### src/sv/ookrct_pkg.sv
`default_nettype none
package ookrct_pkg;

    localparam int CODE_BITS = 24;
    localparam int CODE_W = 24;
    localparam int UNIT_W = 16;
    localparam int REPEAT_W = 8;
    localparam int SEGMENTS = 2 + 2 * CODE_BITS;
    localparam int SEG_W = $clog2(SEGMENTS);
    localparam int BIT_IDX_W = (CODE_BITS > 1) ? $clog2(CODE_BITS) : 1;
    localparam int UNITS_W = 5;
    localparam int TICKS_W = UNITS_W + UNIT_W;
    localparam int CFG_IDX_W = 1;
    localparam int CFG_DATA_W = 16;

    localparam logic [UNITS_W-1:0] START_HIGH_UNITS = 5'd1;
    localparam logic [UNITS_W-1:0] START_LOW_UNITS = 5'd31;
    localparam logic [UNITS_W-1:0] LONG_UNITS = 5'd3;
    localparam logic [UNITS_W-1:0] SHORT_UNITS = 5'd1;

    localparam logic [CFG_IDX_W-1:0] REG_UNIT_TICKS = 1'd0;
    localparam logic [CFG_IDX_W-1:0] REG_FRAME_REPEATS = 1'd1;

    localparam logic [UNIT_W-1:0] UNIT_TICKS_RESET = 16'd4;
    localparam logic [REPEAT_W-1:0] FRAME_REPEATS_RESET = 8'd8;

    localparam logic KIND_TICK = 1'b0;
    localparam logic KIND_SEND = 1'b1;

    typedef struct packed {
        logic              kind;
        logic [CODE_W-1:0] code;
    } item_t;

    typedef struct packed {
        logic rf_level;
        logic busy_res;
        logic all_done;
        logic rejected;
    } result_t;

    typedef struct packed {
        logic [UNIT_W-1:0]   unit_ticks;
        logic [REPEAT_W-1:0] frame_repeats;
    } cfg_t;

endpackage
`default_nettype wire

### src/sv/ookrct_core.sv
`default_nettype none
module ookrct_core
    import ookrct_pkg::*;
(
    input  wire logic    clk,
    input  wire logic    rst_n,
    input  wire logic    take,
    input  wire item_t   item,
    input  wire cfg_t    cfg,
    output result_t      res
);

    logic [CODE_BITS-1:0] held_code_reg, held_code_next;
    logic [SEG_W-1:0]     segment_reg, segment_next;
    logic [TICKS_W-1:0]   ticks_left_reg, ticks_left_next;
    logic [REPEAT_W-1:0]  repeats_left_reg, repeats_left_next;
    logic                 sending_reg, sending_next;

    logic [UNIT_W-1:0]    unit;
    logic [REPEAT_W-1:0]  frames;
    logic [SEG_W-1:0]     seg_inc;
    logic [SEG_W-1:0]     seg_off;
    logic [BIT_IDX_W-1:0] bit_pos;
    logic                 bit_one;
    logic [UNITS_W-1:0]   inc_units;
    logic [TICKS_W-1:0]   inc_ticks;
    logic [TICKS_W-1:0]   ticks_dec;

    assign unit = (cfg.unit_ticks == '0) ? UNIT_W'(1) : cfg.unit_ticks;
    assign frames = (cfg.frame_repeats == '0) ? REPEAT_W'(1) : cfg.frame_repeats;

    // units of the segment that follows the current one
    assign seg_inc = segment_reg + SEG_W'(1);
    assign seg_off = seg_inc - SEG_W'(2);
    assign bit_pos = BIT_IDX_W'(seg_off >> 1);
    assign bit_one = held_code_reg[bit_pos];

    always_comb
    begin
        if (seg_inc == SEG_W'(1))
            inc_units = START_LOW_UNITS;
        else if (seg_inc[0] == 1'b0)
            inc_units = bit_one ? LONG_UNITS : SHORT_UNITS;
        else
            inc_units = bit_one ? SHORT_UNITS : LONG_UNITS;
    end

    assign inc_ticks = TICKS_W'(inc_units) * TICKS_W'(unit);
    assign ticks_dec = (ticks_left_reg != '0) ? ticks_left_reg - TICKS_W'(1) : '0;

    always_comb
    begin
        held_code_next = held_code_reg;
        segment_next = segment_reg;
        ticks_left_next = ticks_left_reg;
        repeats_left_next = repeats_left_reg;
        sending_next = sending_reg;
        res = '0;
        if (item.kind == KIND_SEND)
        begin
            if (sending_reg)
                res.rejected = 1'b1;
            else
            begin
                held_code_next = CODE_BITS'(item.code);
                repeats_left_next = frames;
                sending_next = 1'b1;
                segment_next = '0;
                ticks_left_next = TICKS_W'(unit);
            end
        end
        else if (sending_reg)
        begin
            ticks_left_next = ticks_dec;
            if (ticks_dec == '0)
            begin
                if (32'(seg_inc) < SEGMENTS)
                begin
                    segment_next = seg_inc;
                    ticks_left_next = inc_ticks;
                end
                else if (repeats_left_reg > REPEAT_W'(1))
                begin
                    repeats_left_next = repeats_left_reg - REPEAT_W'(1);
                    segment_next = '0;
                    ticks_left_next = TICKS_W'(unit);
                end
                else
                begin
                    repeats_left_next = '0;
                    segment_next = '0;
                    sending_next = 1'b0;
                    res.all_done = 1'b1;
                end
            end
        end
        res.busy_res = sending_next;
        res.rf_level = sending_next & ~segment_next[0];
    end

    always_ff @(posedge clk or negedge rst_n)
    begin
        if (!rst_n)
        begin
            held_code_reg <= '0;
            segment_reg <= '0;
            ticks_left_reg <= '0;
            repeats_left_reg <= '0;
            sending_reg <= 1'b0;
        end
        else if (take)
        begin
            held_code_reg <= held_code_next;
            segment_reg <= segment_next;
            ticks_left_reg <= ticks_left_next;
            repeats_left_reg <= repeats_left_next;
            sending_reg <= sending_next;
        end
    end

endmodule
`default_nettype wire

### src/sv/ook_remote_code_transmitter.sv
// A result is registered in the output buffer after its item transfer.
// Throughput: one item per cycle when not stalled; each item's state update is a
// single counter step and segment length multiply between the state registers.
// A two-entry output buffer keeps input transfers flowing for one stalled result.
// Reset (rst_n, asynchronous, active low): idle, registers at 4 and 8, no result.
`default_nettype none
module ook_remote_code_transmitter
    import ookrct_pkg::*;
(
    input  wire logic                  clk,
    input  wire logic                  rst_n,
    input  wire logic                  item_valid,
    output logic                       item_stall,
    input  wire item_t                 item,
    output logic                       result_valid,
    input  wire logic                  result_stall,
    output result_t                    result,
    input  wire logic                  cfg_we,
    input  wire logic [CFG_IDX_W-1:0]  cfg_index,
    input  wire logic [CFG_DATA_W-1:0] cfg_data
);

    cfg_t    cfg_reg;
    result_t core_res;
    result_t out_reg;
    result_t skid_reg;
    logic    out_valid_reg;
    logic    skid_valid_reg;
    logic    take;

    assign item_stall = skid_valid_reg;
    assign take = item_valid & ~skid_valid_reg;
    assign result_valid = out_valid_reg;
    assign result = out_reg;

    always_ff @(posedge clk or negedge rst_n)
    begin
        if (!rst_n)
        begin
            cfg_reg.unit_ticks <= UNIT_TICKS_RESET;
            cfg_reg.frame_repeats <= FRAME_REPEATS_RESET;
        end
        else if (cfg_we)
        begin
            unique case (cfg_index)
                REG_UNIT_TICKS:    cfg_reg.unit_ticks <= cfg_data[UNIT_W-1:0];
                REG_FRAME_REPEATS: cfg_reg.frame_repeats <= cfg_data[REPEAT_W-1:0];
                default:           cfg_reg <= cfg_reg;
            endcase
        end
    end

    ookrct_core u_core
    (
        .clk   (clk),
        .rst_n (rst_n),
        .take  (take),
        .item  (item),
        .cfg   (cfg_reg),
        .res   (core_res)
    );

    always_ff @(posedge clk or negedge rst_n)
    begin
        if (!rst_n)
        begin
            out_valid_reg <= 1'b0;
            skid_valid_reg <= 1'b0;
        end
        else if (!out_valid_reg || !result_stall)
        begin
            if (skid_valid_reg)
            begin
                out_valid_reg <= 1'b1;
                skid_valid_reg <= 1'b0;
            end
            else
                out_valid_reg <= take;
        end
        else if (take)
            skid_valid_reg <= 1'b1;
    end

    always_ff @(posedge clk)
    begin
        if (!out_valid_reg || !result_stall)
        begin
            if (skid_valid_reg)
                out_reg <= skid_reg;
            else if (take)
                out_reg <= core_res;
        end
        else if (take)
            skid_reg <= core_res;
    end

endmodule
`default_nettype wire
### config.mk
export PLATFORM = sky130hd
export DESIGN_NAME = ook_remote_code_transmitter
export DESIGN_NICKNAME = d
export VERILOG_FILES = /design/src/sv/ookrct_pkg.sv /design/src/sv/ookrct_core.sv /design/src/sv/ook_remote_code_transmitter.sv
export SDC_FILE = /design/constraint.sdc
export NUM_CORES = 1
export LEC_CHECK = 0
export ABC_AREA = 1
export BUFFER_PORTS_ARGS = -buffer_cell sky130_fd_sc_hd__buf_2
export CORE_ASPECT_RATIO = 1.25
export CORE_MARGIN = 2
export CORE_UTILIZATION = 55
export DETAILED_ROUTE_END_ITERATION = 10
export GPL_TIMING_DRIVEN = 0
export PLACE_DENSITY = 0.75
export SLEW_MARGIN = 20
export SYNTH_ARGS = -nofsm -noshare
export SYNTH_HDL_FRONTEND = slang
export SYNTH_HIERARCHICAL = 1
export SYNTH_SLANG_ARGS = --single-unit
export TNS_END_PERCENT = 10
### constraint.sdc
create_clock -name clk -period 5.2 [get_ports clk]
set_input_delay 1.04 -clock clk [delete_from_list [all_inputs] [get_ports clk]]
set_output_delay 1.04 -clock clk [all_outputs]
set_load 0.05 [all_outputs]
# Word-level counts from Yosys, hierarchy flattened

Index checks and enable logic that the tools add are counted.

Muxes and demuxes: 43
Bitwise gates (word level): 7
Magnitude comparators: 3
Reduce and logical (&&, ||, !) cells: 19
$add $sub $neg: 4
Equality and inequality tests: 3
Multiply operators: 1

Operators with widths:

| cell                                                          | count |
|---|---|
| 2-to-1 mux 21 bit                                             | 7 |
| 2-to-1 mux 8 bit                                              | 7 |
| 2-to-1 mux 6 bit                                              | 5 |
| zero test 21 bit                                              | 1 |
| multiplier 5 x 16 -> 21 bit                                   | 1 |
| nonzero test 21 bit                                           | 1 |
| subtractor 21 x 1 -> 21 bit, second input constant            | 1 |
| zero test 16 bit                                              | 1 |
| 2-to-1 mux 1 bit                                              | 16 |
| 2-to-1 mux 16 bit                                             | 1 |
| 2-to-1 mux 5 bit                                              | 2 |
| greater-than comparator 8 x 1 -> 1 bit, second input constant | 1 |
| zero test 8 bit                                               | 1 |
| 2-to-1 mux 4 bit                                              | 2 |
| AND reduction 2 bit                                           | 4 |
| nonzero test 2 bit                                            | 4 |
| subtractor 8 x 1 -> 8 bit, second input constant              | 1 |
| adder 6 x 1 -> 6 bit, second input constant                   | 1 |
| equality test 6 x 1 -> 1 bit, second input constant           | 1 |
| < comparator 5 x 6 -> 1 bit, second input constant            | 1 |
| < comparator 6 bit, second input constant                     | 1 |
| AND reduction 3 bit                                           | 2 |
| subtractor 6 x 2 -> 6 bit, second input constant              | 1 |
| binary-select mux 1 bit (select 5 bit)                        | 1 |
| other kinds (8)                                               | 16 |

Register bits: 94
Input port bits: 47

# Logic depth before layout (Yosys ltp)

Gate-level depths: netlist (run 1).

Depth in word-level cells: 12
Gate-level depth with buffers: 36
Mapped depth without buffers: 35

# Hierarchy

Netlist (run 1), hierarchy kept.

By module, submodules not included:

| module                      | sequential area each (um^2) | area an instance (um^2) | cells an instance | times used |
|---|---|---|---|---|
| ookrct_core                 | 1,501.4                     | 6,937.9                 | 1,003             | 1 |
| ook_remote_code_transmitter | 893.4                       | 1,445.1                 | 136               | 1 |

# Worst setup path after synthesis (run 1)

Ideal clock, no wire load.

Kind: reg-to-reg
Start point: register u_core.segment_reg[0]
End point: register u_core.ticks_left_reg[20]
Arrival time: 5,185 ps
Library setup time: 130 ps
Path buffers: 2
Slack: -115 ps
Required time: 5,070 ps
Stages on the path, launching flop included: 33
Path through: dfrtp_1 inv_1 ha_1 inv_1 clkbuf_1 ha_1 inv_1 a21oi_1 a32o_1 nand2_1 o21ai_0 nor2_1 nor2_1 nand2_1 a21oi_1 nor2_2 buf_4 nor2_1 fa_1 inv_1 fa_1 inv_1 ha_1 a21o_1 nor2_1 nor2_1 nor3_1 nand3_1 or2_2 nand3_1 nand2_1 nand3_1 o21ai_0

Word-level cells in the longest chain between the ends: 12

Ends and longest elaborated chain:

| element                                | line                                 | text |
|---|---|---|
| start, declared                        | ookrct_core.sv:14                    | `logic [SEG_W-1:0] segment_reg, segment_next;` |
| start signal, assigned                 | ookrct_core.sv:114                   | `segment_reg <= segment_next;` |
| adder 6 x 1 -> 6 bit *                 | ookrct_core.sv:33                    | `assign seg_inc = segment_reg + SEG_W'(1);` |
| subtractor 6 x 2 -> 6 bit              | ookrct_core.sv:34                    | `assign seg_off = seg_inc - SEG_W'(2);` |
| binary-select mux 1 bit (select 5 bit) | ookrct_core.sv:36                    | `assign bit_one = held_code_reg[bit_pos];` |
| 2-to-1 mux 1 bit (implied by the code) | ookrct_core.sv:36                    |  |
| 2-to-1 mux 2 bit (on tied branches)    | ookrct_core.sv:43, ookrct_core.sv:45 |  |
| 2-to-1 mux 5 bit                       | ookrct_core.sv:42                    | `else if (seg_inc[0] == 1'b0)` |
| 2-to-1 mux 5 bit                       | ookrct_core.sv:40                    | `if (seg_inc == SEG_W'(1))` |
| multiplier 5 x 16 -> 21 bit            | ookrct_core.sv:48                    | `assign inc_ticks = TICKS_W'(inc_units) * TICKS_W'(unit);` |
| 2-to-1 mux 21 bit *                    | ookrct_core.sv:77                    | `if (32'(seg_inc) < SEGMENTS)` |
| 2-to-1 mux 21 bit *                    | ookrct_core.sv:75                    | `if (ticks_dec == '0)` |
| 2-to-1 mux 21 bit *                    | ookrct_core.sv:72                    | `else if (sending_reg)` |
| 2-to-1 mux 21 bit *                    | ookrct_core.sv:59                    | `if (item.kind == KIND_SEND)` |
| end signal, assigned                   | ookrct_core.sv:115                   | `ticks_left_reg <= ticks_left_next;` |
| end, declared                          | ookrct_core.sv:15                    | `logic [TICKS_W-1:0] ticks_left_reg, ticks_left_next;` |

Every way passes the cells marked *; elsewhere a longest branch is shown, timed or not. The select of a mux whose other input is x is not followed.
A chain may end at the register's enable or synchronous reset.

# Final worst setup path (run 1)

Start point: register u_core.segment_reg[0]
End point: register u_core.ticks_left_reg[16]

The elaborated chain is that of the path after synthesis.

==> summary.md, run 1 <==
| Metric | Value |
|---|---|
| GRT Residual Overflow | `0` |
| Final Skew | `0.009568 ns` |
| WS Path Type | `reg2reg` |
| Initial Utilization | `56.07%` |
| I/O pin cnt | `53` |
| Critical Path End Type | `flop` |
| Hold path start | `cfg_reg[3]$_DFFE_PN1P_` |
| Hold WC Path Type | `reg2reg` |
| Ys Warns | `6` |
| Placer Congestion | `0.9356` |
| Net Count, Synth | `1,267` |
| Switching Share | `49.50%` |
| Footprint of the multi-input gates | `0.005604 mm^2` |
| Status | `finished with violations` |
| Crit path max fanout | `5` |
| H-tree depth | `3` |
| Post-synth EDFFs | `8` |
| Via count | `7,900` |
| Peak VDD IR | `0.3016 mV` |
| Leak | `0.004906 uW` |
| # hold bufs at CTS | `0` |
| Final Power | `5652 uW` |
| Pwr per Cell Area | `578.8 mW/mm^2` |
| Comb power frac | `68.7%` |
| Fmax | `185.0 MHz` |
| Initial antenna violation count | `0` |
| Fin. Hold Viols | `0` |
| Required time worst endpoint | `5.48 ns` |
| Worst r2r dst | `u_core/ticks_left_reg[16]$_DFFE_PN0P_` |
| Vias in the first global route | `7,889` |
| # diodes | `0` |
| Top post-synthesis cells by area | `dfrtp_1 25%, nand2_1 12%, fa_1 8.6%` |
| Clk buf depth | `2` |
| P&R area growth vs syn | `16.49%` |
| Final setup margin | `-0.2068 ns` |
| Least-Margin Pin Slew | `1.030 ns` |
| Initial detailed-routing violation count | `659` |
| Failing checks | `negative setup slack` |
| Yosys top cell area share | `25.07%` |
| NetSw | `2798 uW` |
| Crit path top cell by count | `nand2_1` |
| DR pass1 iterations | `5` |
| Yosys reg bits | `94` |
| Pint | `2855 uW` |
| Num rows | `50` |
| Total GRT Usage | `28.97%` |
| Crit Reg-Reg Startpoint | `u_core/segment_reg[0]$_DFFE_PN0P_` |
| Sequential area share after synthesis | `28.57%` |
| Core box area | `0.01495 mm^2` |
| Synth Instances | `1,139` |
| WL final | `23,210 um` |
| Clk sinks | `94` |
| Vias/cell | `5.619` |
| Register-to-Register Path Depth | `32` |
| Die height | `142.0 um` |
| Clock share of power | `11.7%` |
| Syn avg cell area | `7.360 um^2` |
| Fillers | `1,291` |
| Critical Path Source Type | `flop` |
| Die Width | `114.4 um` |
| Hold Crit Depth | `2` |
| Reg clk slew, reported paths | `0.08 ns` |
| Post-route cell area | `0.009766 mm^2` |
| Wire length of the first global-routing pass | `37,030 um` |
| Drc violations | `0` |
| HPWL after DPL | `17,380 um` |
| Post-synthesis async set-or-reset flop share | `91.49%` |
| CTS tree | `yes` |
| Cts bufs inserted | `9` |
| RSZ-0062 raised after global routing | `yes` |
| Slew headroom | `30.78%` |
| Post-layout minimum cycle time | `5.407 ns` |
| Slowest-stage cell, CP | `fa_1` |
| Share of cells above drive strength 1 | `21.00%` |
| Wire length per cell | `16.51 um` |
| Hold WS | `0.4656 ns` |
| # nets final | `1,347` |
| Root buf cell | `clkbuf_16` |
| Post-route ant nets | `0` |
| Max-slew violations | `0` |
| Post-synth top area cell | `dfrtp_1` |
| Post-synth top flop | `dfrtp_1` |
| Cell Area, Synth | `0.008383 mm^2` |
| End of the worst hold path | `cfg_reg[3]$_DFFE_PN1P_` |
| Period utilization | `104.0%` |
| Largest net degree at the start of global routing | `56` |
| Max cap viols | `0` |
| Post-synth cell types | `51` |
| CP max stage delay | `0.56 ns` |
| Clk Latency, worst-skew pair | `0.36 ns` |
| Register Area | `0.002396 mm^2` |
| Die area | `0.01625 mm^2` |
| Buffers on Ports | `50` |
| R2R setup slack | `-0.21 ns` |
| Crit path DAT | `5.69 ns` |
| Count of final setup violators | `11` |
| Post-DP Area | `0.008892 mm^2` |
| Sequential Power Share | `19.6%` |
-- stage by stage --
| step | util, % | setup TNS [ns] | setup WS, ns | cells |
|---|---|---|---|---|
| 2_1_floorplan | - | 0 | 0.009991 | 1139 |
| 3_3_place_gp | 59.27 | -11.96 | -1.185 | 1371 |
| 3_5_place_dp | 59.47 | -13.67 | -1.315 | 1372 |
| 4_1_cts | 63.87 | -0.04386 | -0.02713 | 1399 |
| 5_1_grt | 65.31 | -5.030 | -0.4326 | 1406 |
| 6_report | 65.31 | -1.531 | -0.2068 | 1406 |
-- synthesized netlist by cell type (3+ instances only) --
cell	instances
o211ai_1	3
nor3_1	9
buf_4	3
xor2_1	21
nand2_1	270
xnor2_1	7
nand4_1	10
o21bai_1	5
nor2_4	3
mux2_2	24
o22ai_1	7
edfxtp_1	8
nand3_1	116
a21o_1	6
a22oi_1	3
o21ai_0	65
nor4_1	4
buf_6	6
ha_1	45
buf_2	5
clkbuf_1	25
nand2_2	26
a21oi_1	39
o21ai_2	8
nand3_2	3
fa_1	36
nor2_2	4
dfrtp_1	84
nor2_1	125
inv_1	143
-- cell usage in the layout (no fill, tap or decap), types with 4 or more instances in the layout --
cell       netlist  final
nand2_1        270    258
inv_1          143    136
nor2_1         125    114
nand3_1        116    109
dfrtp_1         84     83
buf_2            5     54
o21ai_0         65     54
nand2_2         26     36
fa_1            36     35
ha_1            45     30
a21oi_1         39     28
clkbuf_1        25     24
mux2_2          24     24
buf_4            3     18
xor2_1          21     17
ha_4             0     14
nor2_2           4     12
buf_6            6     10
a21oi_2          0     10
o21ai_1          0     10
nand3_2          3     10
nand4_1         10     10
clkbuf_16        0      9
o21ai_2          8      9
nor3_1           9      8
edfxtp_1         8      8
o22ai_1          7      7
xnor2_1          7      7
inv_2            1      6
nor2_4           3      6
a21o_1           6      6
nor4_1           4      4
o21bai_1         5      4
nand2_4          2      4
-- power by group through the flow --
stage          clock network (uW)  registers [uW]  logic [uW]
2_1_floorplan                   0            1080        2410
5_1_grt                       698            1130        4300
3_5_place_dp                    0            1120        3050
3_3_place_gp                    0            1110        2990
4_1_cts                       667            1100        3460
6_report                      663            1110        3880
-- cell families after synthesis --
family / Yosys count / synth area share (%)
xor+xnor: 28 / 2.925
fa+ha+maj: 81 / 15.31
flops: 94 / 28.57
mux: 24 / 3.224
compound gates: 142 / 9.657
buf+inv: 188 / 9.567
simple gates: 582 / 30.75
-- worst max-delay path: cells and delay by family, from the launching register on --
family	cells	cell delay [ns]
buffers and inverters	5	0.60
DFF	1	0.42
and+or+nand+nor	14	1.32
AOI/OAI and AO/OA	7	1.07
adders and majority gates	5	1.74
xor gates and xnor gates	1	0.16
-- cell type report --
cell class	count	area share (%)
inverter	146	5.753
tap	182	2.332
multi-input combinational	857	57.39
clock buffer	10	2.345
buffer	42	2.716
timing repair buffer	69	4.369
clock inverter	6	0.5637
sequential	94	24.54
-- routing by layer --
metal	global-route usage, %	vias up	wire length (um)	part of all wire, %
met1	33.26	3713	8993	39
met2	51.70	271	11820	51
met4	15.73	0	1270	5.5
met3	3.918	97	1128	4.9
met5	0	-	0	0
li1	-	3819	-	-
-- worst max path at each step --
stage,to,depth (start not counted),startpoint
2_1_floorplan,u_core/ticks_left_reg[20]$_DFFE_PN0P_,33,u_core/segment_reg[0]$_DFFE_PN0P_
3_3_place_gp,u_core/ticks_left_reg[16]$_DFFE_PN0P_,32,u_core/segment_reg[0]$_DFFE_PN0P_
3_5_place_dp,u_core/ticks_left_reg[16]$_DFFE_PN0P_,32,u_core/segment_reg[0]$_DFFE_PN0P_
4_1_cts,u_core/ticks_left_reg[20]$_DFFE_PN0P_,32,u_core/segment_reg[0]$_DFFE_PN0P_
5_1_grt,u_core/ticks_left_reg[20]$_DFFE_PN0P_,34,u_core/segment_reg[0]$_DFFE_PN0P_
6_report,u_core/ticks_left_reg[16]$_DFFE_PN0P_,32,u_core/segment_reg[0]$_DFFE_PN0P_
-- what timing repair did --
action	in CTS	in global routing
buffers inserted	10	7
cloned	1	0
hold endpoints to repair	0	0
pin swaps	20	35
setup endpoints to repair	18	16
resized for setup	60	48
(Power assumes the default switching activity.)
==> inputs of run 2 (changes only) <==
--- a/config.mk
+++ b/config.mk
@@ -13,6 +13,7 @@
 export DETAILED_ROUTE_END_ITERATION = 10
 export GPL_TIMING_DRIVEN = 0
 export PLACE_DENSITY = 0.75
+export REMOVE_ABC_BUFFERS = 1
 export SLEW_MARGIN = 20
 export SYNTH_ARGS = -nofsm -noshare
 export SYNTH_HDL_FRONTEND = slang
==> summary.md, run 2 (synthesis results as in run 1) <==
| Metric | Value |
|---|---|
| Wire length per cell | `15.71 um` |
| WS Path Type | `reg2reg` |
| Via count | `7,613` |
| Least-Margin Pin Slew | `1.027 ns` |
| Hold WC Path Type | `reg2reg` |
| DR pass1 iterations | `6` |
| Total negative slack | `0 ns` |
| Vias in the first global route | `7,332` |
| RSZ-0062 raised after global routing | `yes` |
| Commonest cells after routing, fill and taps aside | `256 x nand2_1, 137 x inv_1, 115 x nor2_1` |
| Critical Path End Type | `flop` |
| Root buf cell | `clkbuf_16` |
| Most common cell after layout, fill and taps aside | `nand2_1` |
| Slowest-stage cell, CP | `fa_1` |
| Drc violations | `0` |
| Reg clk slew, reported paths | `0.07 ns` |
| Fillers | `1,260` |
| Die area | `0.01625 mm^2` |
| CP max stage delay | `0.56 ns` |
| Slew headroom | `31.35%` |
| Initial Utilization | `56.07%` |
| Post-route ant nets | `0` |
| WL final | `21,470 um` |
| Buffers on Ports | `52` |
| Total GRT Usage | `26.62%` |
| Leak | `0.004789 uW` |
| # hold bufs at CTS | `0` |
| CTS tree | `yes` |
| Crit Reg-Reg Startpoint | `u_core/segment_reg[0]$_DFFE_PN0P_` |
| Peak VDD IR | `0.3198 mV` |
| Pwr per Cell Area | `577.7 mW/mm^2` |
| GRT Residual Overflow | `0` |
| Core box area | `0.01495 mm^2` |
| Crit path from | `u_core/segment_reg[0]$_DFFE_PN0P_` |
| Die height | `142.0 um` |
| Fmax | `194.9 MHz` |
| Vias/cell | `5.569` |
| Placer Congestion | `0.9178` |
| Layout Cells excl Fill | `1,367` |
| Crit path max fanout | `8` |
| Clk Latency, worst-skew pair | `0.35 ns` |
| Clk buf depth | `2` |
| Final Skew | `0.009225 ns` |
| Required time worst endpoint | `5.42 ns` |
| HPWL after DPL | `15,580 um` |
| Wire length of the first global-routing pass | `34,720 um` |
| Status | `finished clean` |
| Die Width | `114.4 um` |
| Clk sinks | `94` |
| Max cap viols | `0` |
| # diodes | `0` |
| Post-layout minimum cycle time | `5.131 ns` |
| R2R setup slack | `0.07 ns` |
| H-tree depth | `3` |
| # nets final | `1,308` |
| Num rows | `50` |
| Cts bufs inserted | `9` |
| Count of final setup violators | `0` |
| Share of cells above drive strength 1 | `20.25%` |
| Period utilization | `98.68%` |
| Crit path DAT | `5.35 ns` |
| Fin. Hold Viols | `0` |
| Hold path start | `cfg_reg[3]$_DFFE_PN1P_` |
| Initial detailed-routing violation count | `523` |
| Dpl cells | `1,332` |
| Largest net degree at the start of global routing | `51` |
| Max-slew violations | `0` |
| P&R area growth vs syn | `13.84%` |
| I/O pin cnt | `53` |
| Critical Path Source Type | `flop` |
| Initial antenna violation count | `0` |
[run 2: what timing repair did]
action | 4_1_cts | 5_1_grt
buffers inserted | 10 | 8
gates resized for setup | 28 | 74
pin swaps | 3 | 32
endpoints found under the setup margin | 18 | 15
cloned | 0 | 1
[run 2: final cells by class]
cell class	count	area, um^2	share of cell area (%)
Tap cell	182	227.7	2.386
Inverter	146	564.3	5.913
Clock inverter	6	68.82	0.7211
Multi-Input combinational cell	858	5609	58.78
Timing Repair Buffer	71	445.4	4.668
Sequential cell	94	2399	25.13
Clock buffer	10	229.0	2.399
[run 2: path summary, 6_finish.rpt]
path	end	cells past startpoint
min	cfg_reg[3]$_DFFE_PN1P_	2
min reg2reg	cfg_reg[3]$_DFFE_PN1P_	2
max reg2reg	u_core/ticks_left_reg[20]$_DFFE_PN0P_	25
min in group asynchronous	u_core/ticks_left_reg[4]$_DFFE_PN0P_	1
max in group asynchronous	cfg_reg[3]$_DFFE_PN1P_	2
max	u_core/ticks_left_reg[20]$_DFFE_PN0P_	25
[run 2: where the power goes]
part | leakage, uW | internal (uW) | switching [uW] | total [uW]
Clock | 0.000143 | 377 | 310 | 687
Combinational | 0.00351 | 1540 | 2180 | 3720
Sequential | 0.00113 | 925 | 184 | 1110
[run 2: worst max-delay path: cells and delay by family (launching register included)]
| kind | cells | cell delay (ns) |
|---|---|---|
| buffers and inverters | 5 | 0.41 |
| adders and majority gates | 5 | 2.02 |
| and+or+nand+nor | 12 | 1.65 |
| AOI/OAI and AO/OA | 2 | 0.27 |
| DFF | 1 | 0.48 |
| xor gates and xnor gates | 1 | 0.15 |
[run 2: through the flow]
stage | worst slack [ns] | utilization, % | hold slack, ns | instance area (um^2) | power [uW]
6_report | 0.06861 | 63.82 | 0.4718 | 9543 | 5513
2_1_floorplan | -0.1710 | - | 0.4367 | 8137 | 3445
3_3_place_gp | -1.320 | 57.68 | 0.4555 | 8625 | 4006
5_1_grt | -0.2466 | 63.82 | 0.4999 | 9543 | 6025
3_5_place_dp | -1.478 | 57.88 | 0.4620 | 8655 | 4082
4_1_cts | -0.001986 | 61.19 | 0.4758 | 9149 | 4949
[run 2: per-layer routing]
metal,GRT usage [%],up-vias,wire length (um)
met3,2.896,63,1005
met4,9.499,0,913
met5,0,-,0
met1,33.88,3575,8800
li1,-,3733,-
met2,46.71,242,10750
==> inputs of run 3 (changes only) <==
--- a/config.mk
+++ b/config.mk
@@ -13,6 +13,7 @@
 export DETAILED_ROUTE_END_ITERATION = 10
 export GPL_TIMING_DRIVEN = 0
 export PLACE_DENSITY = 0.75
+export RECOVER_POWER = 50
 export REMOVE_ABC_BUFFERS = 1
 export SLEW_MARGIN = 20
 export SYNTH_ARGS = -nofsm -noshare
==> summary.md, run 3 (synthesis results as in run 1) <==
| Metric | Value |
|---|---|
| Status | `finished with violations` |
| Failing checks | `max-capacitance violations, max-slew violations` |
| DR pass1 iterations | `5` |
| Die Width | `114.4 um` |
| Crit path max fanout | `8` |
| CTS tree | `yes` |
| Leak | `0.004783 uW` |
| Clk buf depth | `2` |
| WL final | `21,440 um` |
| Largest net degree at the start of global routing | `51` |
| Die area | `0.01625 mm^2` |
| Worst r2r dst | `u_core/ticks_left_reg[20]$_DFFE_PN0P_` |
| Drc violations | `0` |
| Hold WC Path Type | `reg2reg` |
| Root buf cell | `clkbuf_16` |
| WS Path Type | `reg2reg` |
| Count of final setup violators | `0` |
| Least-Margin Pin Slew | `2.208 ns` |
| Peak VDD IR | `0.3211 mV` |
| Slew headroom | `-47.23%` |
| Die height | `142.0 um` |
| P&R area growth vs syn | `13.60%` |
| Post-layout minimum cycle time | `5.139 ns` |
| Layout Cells excl Fill | `1,367` |
| Dpl cells | `1,332` |
| Total negative slack | `0 ns` |
| Pwr per Cell Area | `579.1 mW/mm^2` |
| Max cap viols | `2` |
| Clk Latency, worst-skew pair | `0.35 ns` |
| Placer Congestion | `0.9178` |
| Share of cells above drive strength 1 | `20.00%` |
| Cts bufs inserted | `9` |
| Core box area | `0.01495 mm^2` |
| GRT Residual Overflow | `0` |
| Total GRT Usage | `26.62%` |
| HPWL after DPL | `15,580 um` |
| H-tree depth | `3` |
| Required time worst endpoint | `5.42 ns` |
| Clk sinks | `94` |
| Vias/cell | `5.595` |
| # nets final | `1,308` |
| Initial antenna violation count | `0` |
| Critical Path Source Type | `flop` |
| Initial Utilization | `56.07%` |
| Final Skew | `0.009608 ns` |
| Final Power | `5515 uW` |
| I/O pin cnt | `53` |
| Worst Setup EP | `u_core/ticks_left_reg[20]$_DFFE_PN0P_` |
| Fin. Hold Viols | `0` |
| Via count | `7,648` |
| Critical Path End Type | `flop` |
| Period utilization | `98.82%` |
| # diodes | `0` |
| Vias in the first global route | `7,332` |
| Post-route ant nets | `0` |
| Wire length of the first global-routing pass | `34,720 um` |
| Fillers | `1,265` |
| Initial detailed-routing violation count | `541` |
| Reg clk slew, reported paths | `0.07 ns` |
| Commonest cells after routing, fill and taps aside | `256 x nand2_1, 137 x inv_1, 115 x nor2_1` |
| Most common cell after layout, fill and taps aside | `nand2_1` |
| Max-slew violations | `89` |
| Register-to-Register Path Depth | `25` |
| RSZ-0062 raised after global routing | `yes` |
| Fmax | `194.6 MHz` |
| Buffers on Ports | `52` |
| Crit path from | `u_core/segment_reg[0]$_DFFE_PN0P_` |
| R2R setup slack | `0.06 ns` |
| Num rows | `50` |
| Crit Reg-Reg Startpoint | `u_core/segment_reg[0]$_DFFE_PN0P_` |
| Crit path DAT | `5.36 ns` |
| Wire length per cell | `15.68 um` |
run 3: cell count changes in the layout (fill, tap and decap cells not counted), sizes merged:
cell / change
dlymetal6s4s: +1
buf: -3
clkbuf: +2
run 3: critical path, cell delays in order, from the launching register on:
cell	delay [ns]
dfrtp_2	0.48
ha_4	0.21
xor2_4	0.15
buf_4	0.14
nor2_2	0.13
and3_4	0.24
nand2_4	0.13
nor2_4	0.19
inv_1	0.12
fa_1	0.56
inv_1	0.06
fa_1	0.53
inv_1	0.05
fa_1	0.49
inv_2	0.05
ha_4	0.24
a21o_1	0.21
nor2_2	0.12
nor2_1	0.05
nor3_1	0.20
nand3_1	0.12
or2_4	0.26
nand3_2	0.06
nand2_2	0.07
nand3_2	0.08
o21ai_1	0.06
run 3: per-stage QoR:
| step | cell area (um^2) | utilization, % | hold slack [ns] | setup WS (ns) |
|---|---|---|---|---|
| after floorplan | 8137 | - | 0.4367 | -0.1710 |
| after detailed placement | 8655 | 57.88 | 0.4620 | -1.478 |
| after global routing | 9523 | 63.69 | 0.4999 | -0.2466 |
| after CTS | 9149 | 61.19 | 0.4758 | -0.001986 |
| final | 9523 | 63.69 | 0.4726 | 0.06117 |
| after global placement | 8625 | 57.68 | 0.4555 | -1.320 |
run 3: area by class of cell:
| class | count | area [um^2] | area share [%] |
|---|---|---|---|
| tap | 182 | 227.7 | 2.391 |
| clock inverter | 6 | 68.82 | 0.7226 |
| multi-input combinational | 858 | 5609 | 58.90 |
| clock buffer | 10 | 229.0 | 2.404 |
| inverter | 146 | 564.3 | 5.926 |
| sequential | 94 | 2399 | 25.19 |
| timing repair buffer | 71 | 425.4 | 4.467 |
run 3: worst min-delay path by stage:
stage,start,end,cells past startpoint
final,cfg_reg[3]$_DFFE_PN1P_,cfg_reg[3]$_DFFE_PN1P_,2
after global routing,cfg_reg[3]$_DFFE_PN1P_,cfg_reg[3]$_DFFE_PN1P_,2
after CTS,cfg_reg[3]$_DFFE_PN1P_,cfg_reg[3]$_DFFE_PN1P_,2
after detailed placement,cfg_reg[0]$_DFFE_PN0P_,cfg_reg[0]$_DFFE_PN0P_,2
after global placement,cfg_reg[0]$_DFFE_PN0P_,cfg_reg[0]$_DFFE_PN0P_,2
after floorplan,cfg_reg[0]$_DFFE_PN0P_,cfg_reg[0]$_DFFE_PN0P_,2
run 3: repair_timing:
action	in CTS	in global routing
endpoints found under the setup margin	18	15
cloned	0	1
buffers inserted	10	8
hold buffers	0	0
resized for setup	28	74
pin swaps	3	32
run 3: report_power, final:
part,switching (uW),leakage (uW),internal [uW]
registers,183,0.00113,925
logic,2180,0.00351,1540
clock network,310,0.000143,377
total,2680,0.00478,2840
run 3: per-layer routing:
| layer | global-route usage [%] | vias to the layer above | part of all wire, % |
|---|---|---|---|
| met5 | 0 | - | 0 |
| met1 | 33.88 | 3615 | 41 |
| met4 | 9.499 | 0 | 4.1 |
| met2 | 46.71 | 234 | 50 |
| li1 | - | 3736 | - |
| met3 | 2.896 | 63 | 4.5 |
